`config.mk`:
```
export PLATFORM = sky130hd
export DESIGN_NAME = tlwb_ram
export DESIGN_NICKNAME = d
export VERILOG_FILES = /design/src/rtl/core/two_level_writeback_lru_cache_core_defines.svh /design/src/rtl/core/tlwb_ram.sv
export SDC_FILE = /design/constraint.sdc
export NUM_CORES = 1
export LEC_CHECK = 0
export BUFFER_PORTS_ARGS = -buffer_cell sky130_fd_sc_hd__buf_2
export CORE_MARGIN = 2
export CORE_UTILIZATION = 40
export DETAILED_ROUTE_END_ITERATION = 10
export GPL_TIMING_DRIVEN = 0
export PLACE_DENSITY_LB_ADDON = 0.2
export SLEW_MARGIN = 20
export SYNTH_ARGS = -nofsm -noshare
export SYNTH_HDL_FRONTEND = slang
export SYNTH_SLANG_ARGS = --single-unit
```
`constraint.sdc`:
```
create_clock -name clk -period 5 [get_ports clk]
set_clock_uncertainty 0.05 [all_clocks]
set_input_delay 0.5 -clock clk [delete_from_list [all_inputs] [get_ports clk]]
set_output_delay 0.5 -clock clk [all_outputs]
set_load 0.01 [all_outputs]
```
`src/rtl/core/two_level_writeback_lru_cache_core_defines.svh`:
```
// ----------------------------------------------------------------------------
// Assertion macros for the two-level cache core
// Shared property forms, clocked on clk and held off during reset.
// ----------------------------------------------------------------------------
`ifndef TWO_LEVEL_WRITEBACK_LRU_CACHE_CORE_DEFINES_SVH
`define TWO_LEVEL_WRITEBACK_LRU_CACHE_CORE_DEFINES_SVH

// Same-cycle implication
`define TLWB_ASSERT_NOW(lbl, ante, cons, msg) \
    lbl: assert property (@(posedge clk) disable iff (!rst_n) (ante) |-> (cons)) \
        else $error(msg);

// Next-cycle implication
`define TLWB_ASSERT_NEXT(lbl, ante, cons, msg) \
    lbl: assert property (@(posedge clk) disable iff (!rst_n) (ante) |=> (cons)) \
        else $error(msg);

`endif

```
`src/rtl/core/tlwb_ram.sv`:
```
// ----------------------------------------------------------------------------
// tlwb_ram
// Simple dual-port synchronous RAM, one write and one registered read port.
// ----------------------------------------------------------------------------
module tlwb_ram #(
    parameter int DEPTH = 64,
    parameter int WIDTH = 8
) (
    input  logic                     clk,
    input  logic                     we,
    input  logic [$clog2(DEPTH)-1:0] waddr,
    input  logic [WIDTH-1:0]         wdata,
    input  logic [$clog2(DEPTH)-1:0] raddr,
    output logic [WIDTH-1:0]         rdata
);

    logic [WIDTH-1:0] mem [DEPTH];

    // Write, then registered read (old data on collision)
    always_ff @(posedge clk)
    begin
        if (we)
        begin
            mem[waddr] <= wdata;
        end
        rdata <= mem[raddr];
    end

endmodule

```
Yosys cells after proc, flatten, opt, wreduce, memory -nomap -nowiden
Memory sizes are Yosys's and may differ from the RTL's. A register that Yosys moved wholly into a read port is not among the register bits.
Index checks and enable logic that the tools add are counted.
Storage, ports and cells
  register bits after elaboration: 0
  word-level logic and storage cells: 3
  memory bits (writable): 512
  memories kept: 1
Memory list
  mem: words 64, width 8, read ports 1, clocked after Yosys merged registers in 1, wr ports 1, line tlwb_ram.sv:17  | logic [WIDTH-1:0] mem [DEPTH];
Operators by class
  mux-type cells: 2
Operators by type and width (number)
  $mux 1: 2

Logic depth before layout (Yosys ltp)
Gate-level depths: netlist of the first run.
  depth after elaboration: 2
  depth in mapped cells: 9

Worst setup path after synthesis of the first run
No wires, ideal clock.
  kind: input-to-reg
  start: input raddr[1]
  end: register rdata[3], read port of mem
  path slack: 2782 ps
  required time: 4822 ps
  library setup time: 128 ps
  arrival: 2040 ps
  cell stages on the path: 7
  path buffers: 3
  path through: buf_4 > buf_2 > buf_2 > mux4_2 > mux4_2 > o21ai_1 > o41ai_1
RTL lines
  start, declared: line tlwb_ram.sv:13  | input logic [$clog2(DEPTH)-1:0] raddr,
  end, declared: line tlwb_ram.sv:14  | output logic [WIDTH-1:0] rdata

==> results_dict.tcl, run 1 <==
set metrics [dict create \
    ys_ff_latch 520 \
    final_nets 1036 \
    synth_warnings 0 \
    worst_pin_slew_ns 1.05 \
    hp-start "raddr[5]" \
    worstHoldEndpoint "rdata[5]" \
    cp.arrival_ns 3.28 \
    clock_latency_ns 0.59 \
    clk_path_buf_depth 3 \
    placed_area_sq_um 21100 \
    synth_compound_area_share_pct 2.07 \
    multi_input_area_sq_um 4330 \
    post_route_cells_drive_above_1_share_pct 25.1 \
    path_max_fanout 10 \
    hold_viol_final 0 \
    drc 0 \
    cap_violations 0 \
    clk_pin_slew_ns 0.06 \
    pin_count 30 \
    stdcell_count 1724 \
    gp_congestion 0.877 \
    area_growth_pct 12.5 \
    syn_inst 940 \
    cts_setup_buffers 0 \
    dp_hpwl_um 31500 \
    clock.fmax_mhz 341 \
    dp_cells 1634 \
    end_kind "register" \
    die_w_um 229 \
    r2r_start "mem[29][4]" \
    reg2reg_depth 5 \
    synthesis.nets 962 \
    cts_tree "built" \
    cts_sinks 520 \
    drtIter0Drc 1071 \
    synth-xor-area-share_pct 0 \
    fill_cells 4214 \
    first_pass_iters 5 \
    reg2reg_slack_ns 2.77 \
    htree_levels 2 \
    grt_pass1_wl_um 72100 \
    muxShareOfSynthArea_pct 15.9 \
    synth.distinct_cells 40 \
    grt-ovfl-total 0 \
    seqCellArea_sq_um 15500 \
    max_slew_margin_pct 29.5 \
    wl_um 49900 \
    vias 9739 \
    post-route-min-period_ns 2.93 \
    grt_max_degree 65 \
    p_leak_nw 6.98 \
    r2r-end "rdata[4]" \
    avgViaCountPerCell 5.65 \
    setup_violations 0 \
    io_buffers 21 \
    post_cts_resized 0 \
    numCtsBuffers 50 \
    criticalPathCategory "input pin to register" \
    outcome "finished, final reports clean" \
    syn-cell-area_sq_um 20200 \
    synth-simple-area-share_pct 3.39 \
    drt-wirelength-per-cell_um 29.0 \
    rows 82 \
    synth_fa_ha_area_share_pct 0 \
    critPathLaunchType "input pin" \
    final_area_sq_um 22700 \
    postCtsHoldBufs 0 \
    grt_setup_unrepaired "no" \
    die-area_sq_um 52200 \
    track_usage_pct 19.4 \
    synth-seq-area-share_pct 77.0 \
    die_h_um 229 \
    post-place-ws_ns 1.48 \
    maxSlewViolCount 0 \
    crit_required_ns 5.35 \
    coreArea_sq_um 50000 \
    min_delay_path_depth 2 \
    antenna_found_initial 4 \
    syn_avg_cell_area_sq_um 21.5 \
    min_path_type "input pin to register" \
    total_power_mw 8.92 \
    fin_crit_sh_pct 58.6 \
    peakVddDrop_mv 0.258 \
    fin_ws_ns 2.07 \
    start_util_pct 40.4 \
    final_antenna_net_count 0 \
    powerDensity_nw_per_um2 393 \
    synth_top_family_by_area "multiplexers" \
    clockRootBuffer "clkbuf_16" \
    grt_pass1_vias 9909 \
    setup_tns_ns 0 \
    antenna_cells 0 \
]
-- synthesized netlist by cell type (all sizes together) --
library cell  count  area [sq um]
a31oi             1          6.26
o221a             2          22.5
edfxtp          512         15400
or3               1          6.26
o21ai             4          20.0
nand3b            3          22.5
o41ai             2          17.5
nand2            19          71.3
o32ai             2          17.5
o221ai            8          70.1
nand3            13          65.1
o2111ai           3          26.3
mux4            126          2840
and2              1          6.26
nor2b            14          87.6
nor3              7          35.0
a2111oi           2          17.5
dfxtp             8           160
nand4b            1          8.76
mux2             13           146
o21a              2          15.0
a21oi             3          15.0
mux2i            23           230
nand2b            7          43.8
o311ai            1          8.76
nand4             2          12.5
buf              34           253
o22ai             8          50.1
a221oi            6          52.6
a22oi             3          22.5
nor4              2          12.5
clkbuf           17          63.8
o2bb2ai           3          26.3
a211oi            4          30.0
nor2             83           312
-- report_power, final --
group / internal (mW) / switching (mW) / leakage, nW
registers: 4.82 / 0.00788 / 4.67
logic: 0.173 / 0.316 / 1.55
clock network: 2.01 / 1.58 / 0.759
total: 7.01 / 1.90 / 6.98
-- cell usage in the layout, fill, tap and decap left out, drive strengths merged, types with 4 or more instances in the layout --
master / count
a211oi: 4
a221oi: 6
buf: 56
clkbuf: 78
clkinv: 25
dfxtp: 8
edfxtp: 512
mux2: 13
mux2i: 23
mux4: 126
nand2: 19
nand2b: 7
nand3: 13
nor2: 83
nor2b: 14
nor3: 7
o21ai: 4
o221ai: 8
o22ai: 8
-- how the worst max path moves through the flow --
stage / end / start / cells after the start
global placement: rdata[5] / raddr[1] / 7
detailed placement: rdata[5] / raddr[1] / 7
CTS: rdata[5] / raddr[1] / 7
floorplan: rdata[3] / raddr[1] / 7
finish: rdata[3] / raddr[1] / 7
global route: rdata[3] / raddr[1] / 7
-- routing by layer --
layer | track usage [%] | vias to the layer above | wire length [um]
met3 | 4.08 | 92 | 3570
met1 | 28.1 | 5183 | 21700
met5 | 0 | - | 57
met4 | 6.15 | 8 | 1530
met2 | 29.7 | 384 | 23100
li1 | - | 4072 | -
-- through the flow --
step | util, % | hold slack, ns
final | 45.4 | 0.357
after global routing | 45.4 | 0.342
after CTS | 45.4 | 0.309
after detailed placement | 42.3 | 0.846
after global placement | 42.3 | 0.847
after floorplan | - | 0.549
-- flip-flops by register name, indices dropped and copies added, names as in the netlist --
| signal | count |
|---|---|
| mem | 512 |
| rdata | 8 |
-- cell families (layout without fill, tap and decap cells) --
group | Yosys count | after routing
AO/OA/AOI/OAI | 54 | 54
buffers and inverters | 51 | 163
flip-flops | 520 | 520
multiplexers | 162 | 162
AND/OR/NAND/NOR | 153 | 153
-- cell type report --
class | instances | area share (%)
flip-flops and latches | 520 | 68.5
multi-input cells | 369 | 19.1
clock buffers | 61 | 5.79
well taps | 672 | 3.71
plain buffers | 51 | 1.40
clock inverters | 29 | 0.927
repair buffers | 22 | 0.629
-- worst max-delay path, cell delays in order --
cell and delay [ns]:
buf_4 0.20, buf_2 0.50, buf_4 0.35, buf_2 0.40, nand3b_1 0.33, o22ai_1 0.18
o41ai_1 0.79
(Power assumes the default switching activity.)
==> run 2, diff against run 1 <==
- ABC_AREA: default -> 1
- clock period: 5 -> 2.5 ns (I/O delays scaled with it)
==> results_dict.tcl, run 2 <==
set metrics [dict create \
    criticalPathCategory "input pin to register" \
    synthArstFlopShare_pct 0 \
    wl_um 63900 \
    wl_met1_um 28300 \
    hold_viol_final 0 \
    regMostFlops "mem" \
    stdcell_count 2626 \
    area_growth_pct 13.8 \
    numCtsBuffers 54 \
    fill_cells 4741 \
    avgViaCountPerCell 5.46 \
    grt_pass1_vias 13513 \
    vias 14332 \
    fin_crit_sh_pct 102 \
    first_pass_iters 5 \
    top_layer "met5" \
    post-route-min-period_ns 2.54 \
    clock_latency_ns 0.61 \
    grt_setup_unrepaired "no" \
    clk_pin_slew_ns 0.06 \
    dp_cells 2523 \
    synth.distinct_cells 16 \
    multi_input_area_sq_um 5000 \
    synth_top_family_by_area "simple AND/OR/NAND/NOR gates" \
    grt_max_degree 65 \
    max_slew_margin_pct 27.6 \
    grt_pass1_wl_um 93300 \
    p_leak_nw 8.75 \
    synth_edf_count 512 \
    muxShareOfSynthArea_pct 0 \
    outcome "finished, violations left" \
    postCtsHoldBufs 1 \
    failed_checks "negative setup slack" \
    gp_congestion 0.945 \
    post_cts_resized 0 \
    powerDensity_nw_per_um2 794 \
    die_h_um 235 \
    layout_common_cells "nand2_1 (648), edfxtp_1 (512), nand3_1 (439)" \
    yosys.area.top_type "edfxtp_1" \
    peakVddDrop_mv 0.586 \
    wl_met2_um 28300 \
    antenna_found_initial 2 \
    dp_hpwl_um 42700 \
    finalHoldWorstSlack_ns 0.113 \
    placed_area_sq_um 22500 \
    pin_count 30 \
    met3_length_um 5530 \
    synth_warnings 0 \
    start_util_pct 40.5 \
    htree_levels 2 \
    drtIter0Drc 1688 \
    coreArea_sq_um 52700 \
    synth_compound_area_share_pct 0 \
    final_area_sq_um 24300 \
    path_max_fanout 9 \
    track_usage_pct 23.2 \
    seqCellArea_sq_um 15500 \
    syn_avg_cell_area_sq_um 11.8 \
    clockRootBuffer "clkbuf_16" \
    yosysMostFrequentCell "nand2_1" \
    synth.area.top_cells "edfxtp_1 (72%), nand2_1 (11%), nand3_1 (10%), buf_6 (1.8%), nor2_1 (0.99%)" \
    yosys_most_used_dff "edfxtp_1" \
    reg_top3 "mem: 512 flops, rdata: 8 flops" \
    synth_fa_ha_area_share_pct 0 \
    synth-seq-area-share_pct 72.8 \
    cts_tree "built" \
    rows 84 \
    min_path_type "input pin to register" \
    maxSlewViolCount 0 \
    synth.top_cell.area_share_pct 72.0 \
    synth-xor-area-share_pct 0 \
    syn_inst 1805 \
    final_nets 1914 \
    reg2reg_slack_ns 0.94 \
    synth-simple-area-share_pct 23.2 \
    worst_pin_slew_ns 1.08 \
    die_w_um 235 \
    syn-cell-area_sq_um 21300 \
    crit_required_ns 2.67 \
    cp.arrival_ns 2.72 \
    clk_path_buf_depth 3 \
    die-area_sq_um 55200 \
    synthesis.nets 1827 \
    cts_sinks 520 \
    fin_ws_ns -0.0413 \
    drc 0 \
    setup_violations 8 \
    critPathLaunchType "input pin" \
    end_kind "register" \
    largest_reg_flops 512 \
    final_antenna_net_count 0 \
    setup_tns_ns -0.281 \
    clock.fmax_mhz 394 \
    layout_commonest_cell "nand2_1" \
    cts_setup_buffers 0 \
    cap_violations 0 \
    post_route_cells_drive_above_1_share_pct 10.4 \
    synthTopCellsByCount "nand2_1 (648), edfxtp_1 (512), nand3_1 (439)" \
    ys_ff_latch 520 \
    drt-wirelength-per-cell_um 24.3 \
    io_buffers 21 \
    grt-ovfl-total 0 \
]
==> run 2: cell count changes after synthesis, sizes merged, moves of 14 or more <==
| cell | delta |
|---|---|
| nand3 | +426 |
| mux2i | -23 |
| buf | +64 |
| nor2b | -14 |
| nand2 | +629 |
| nor2 | -27 |
| mux4 | -126 |
==> run 2: power breakdown <==
part           internal, mW  switching (mW)
combinational         0.336           0.975
clock                  4.98            3.32
sequential             9.65          0.0176
total                  15.0            4.31
==> run 2: logic make-up (layout without fill, tap and decap cells) <==
logic type    after synthesis  in the layout
simple gates             1160           1160
flops                     520            520
buf+inv                   125            257
other cells                 0              1
==> run 2: final cells by class <==
class,count,area share [%]
sequential,520,64.0
multi-input combinational,1160,20.6
clock buffer,78,6.19
tap,688,3.54
buffer,113,3.33
clock inverter,23,1.28
timing repair buffer,31,0.917
inverter,12,0.206
antenna,1,0.0103
==> run 2: worst max-delay path: stages <==
cell and delay [ns]:
clkbuf_1 0.23, inv_1 0.33, nand4_1 0.76, nor2_1 1.12
==> run 2: worst paths after layout <==
path         depth (start not counted)          to       start
max                                  4  mem[26][2]    waddr[0]
min                                  3    rdata[6]    raddr[5]
max reg2reg                          8    rdata[3]  mem[30][3]
min reg2reg                          8    rdata[4]  mem[40][4]
==> run 2: layer usage <==
metal	vias up	track usage, %
met4	4	6.56
met1	7083	33.9
met5	-	0
met3	104	5.20
li1	6532	-
met2	609	34.8
==> run 2: stage by stage <==
step	power [mW]	worst slack, ns	util [%]
after floorplan	10.5	0.434	-
after detailed placement	11.1	-0.444	42.7
after CTS	19.4	0.189	46.1
after global placement	11.1	-0.777	42.4
final	19.3	-0.0413	46.1
after global routing	19.8	0.00103	46.1
==> run 3, diff against run 2 <==
- CORE_ASPECT_RATIO: default -> 0.7
==> results_dict.tcl, run 3 (synthesis gave the netlist of run 2 again) <==
set metrics [dict create \
    outcome "finished, final reports clean" \
    post_route_cells_drive_above_1_share_pct 10.7 \
    p_leak_nw 8.72 \
    crit_slowest_cell "nor2_1" \
    reg2reg_depth 8 \
    final_nets 1913 \
    critPathMaxStageDelay_ns 1.13 \
    grt_pass1_wl_um 95500 \
    worstHoldEndpoint "mem[49][1]" \
    post-route-min-period_ns 2.49 \
    worst_pin_slew_ns 1.15 \
    path_max_fanout 9 \
    final_util_pct 46.1 \
    clock.fmax_mhz 402 \
    final_antenna_net_count 0 \
    critPathLaunchType "input pin" \
    grt-ovfl-total 0 \
    first_pass_iters 8 \
    io_buffers 21 \
    layout_commonest_cell "nand2_1" \
    wl_um 67800 \
    clock_latency_ns 0.59 \
    grt_setup_unrepaired "no" \
    clk_pin_slew_ns 0.06 \
    grt_pass1_vias 13242 \
    die_w_um 280 \
    pin_count 30 \
    powerDensity_nw_per_um2 776 \
    rows 70 \
    end_kind "register" \
    die_h_um 197 \
    cap_violations 0 \
    layout_common_cells "nand2_1 (648), edfxtp_1 (512), nand3_1 (439)" \
    setup_violations 0 \
    cp.buffers_inverters 2 \
    start_util_pct 40.7 \
    clk_path_buf_depth 3 \
    drt-wirelength-per-cell_um 25.9 \
    dp_hpwl_um 46400 \
    numCtsBuffers 50 \
    r2r_start "mem[59][1]" \
    track_usage_pct 24.6 \
    total_power_mw 18.8 \
    clockRootBuffer "clkbuf_16" \
    max_slew_margin_pct 22.7 \
    cts_sinks 520 \
    vias 14534 \
    cp.arrival_ns 2.63 \
    path_delay_family "simple AND/OR/NAND/NOR gates" \
    area_growth_pct 13.3 \
    criticalPathCategory "input pin to register" \
    maxSlewViolCount 0 \
    regMostFlops "mem" \
    cp_cell_sequence "clkbuf_1 > inv_1 > nand4_1 > nor2_1" \
    min_delay_path_depth 1 \
    min_path_type "input pin to register" \
    gp_congestion 0.938 \
    drtIter0Drc 2065 \
    cts_setup_buffers 0 \
    peakVddDrop_mv 0.549 \
    htree_levels 2 \
    avgViaCountPerCell 5.55 \
    coreArea_sq_um 52500 \
    largest_reg_flops 512 \
    crit_required_ns 2.64 \
    hold_viol_final 0 \
    reg_top3 "mem: 512 flops, rdata: 8 flops" \
    die-area_sq_um 55200 \
    cts_tree "built" \
    r2r-end "rdata[1]" \
    antenna_found_initial 3 \
    drc 0 \
    reg2reg_slack_ns 0.90 \
    grt_max_degree 65 \
    fin_crit_sh_pct 99.6 \
    hp-start "wdata[1]" \
]
run 3: cell types whose count changed in the layout (fill, tap and decap cells not counted), sizes merged:
cell    delta
bufinv     -5
clkbuf     -5
buf        +3
clkinv     +3
diode      +1
inv        -1
run 3: cell type report:
cell class / count / area [sq um]
Clock inverter: 20 / 174
Sequential cell: 520 / 15500
Tap cell: 684 / 856
Multi-Input combinational cell: 1160 / 5000
Antenna cell: 2 / 5.00
Fill cell: 4756 / 28300
Timing Repair Buffer: 34 / 265
Buffer: 113 / 808
Inverter: 12 / 50.0
Clock buffer: 73 / 1480
run 3: worst max-delay path by stage:
stage,startpoint,to,depth (start not counted)
6_report,waddr[1],mem[25][7],4
2_1_floorplan,we,mem[48][0],3
3_5_place_dp,waddr[0],mem[2][4],4
4_1_cts,waddr[0],mem[2][4],4
5_1_grt,waddr[0],mem[26][1],4
3_3_place_gp,we,mem[51][3],3
run 3: routing by layer:
metal | share of wire, % | global-route usage (%) | vias up
li1 | - | - | 6538
met1 | 46 | 38.2 | 7169
met2 | 39 | 32.4 | 746
met3 | 13 | 9.05 | 77
met4 | 1.6 | 4.67 | 4
met5 | 0.17 | 1.33 | -
run 3: metrics by stage:
step / cells / hold WS [ns] / worst slack (ns) / setup TNS [ns] / area, sq um
after CTS: 2616 / 0.0393 / 0.147 / 0 / 24200
after global routing: 2617 / 0.0473 / 0.0488 / 0 / 24200
after detailed placement: 2522 / 0.597 / -0.459 / -112.40 / 22500
after global placement: 2510 / 0.596 / -0.450 / -72.65 / 22300
after floorplan: 1805 / 0.299 / 0.434 / 0 / 21300
final: 2618 / 0.0637 / 0.0103 / 0 / 24200
run 3: repair_timing:
action                                 CTS  global route
hold buffers                             1             0
setup endpoints to repair                0             8
endpoints found under the hold margin    2             0
gates resized for setup                  0             1
run 3: worst reg2reg max path: stages (launching register included):
cell and delay (ns):
edfxtp_1 0.37, nand2_1 0.07, nand3_1 0.08, nand3_1 0.27, nand2_1 0.11, nand2_1 0.06
nand3_1 0.11, nand3_1 0.14, nand2_1 0.17
run 3: power by group:
group / internal (mW) / switching (mW) / total [mW]
sequential: 9.65 / 0.0180 / 9.66
clock: 4.41 / 3.29 / 7.71
combinational: 0.345 / 1.04 / 1.39
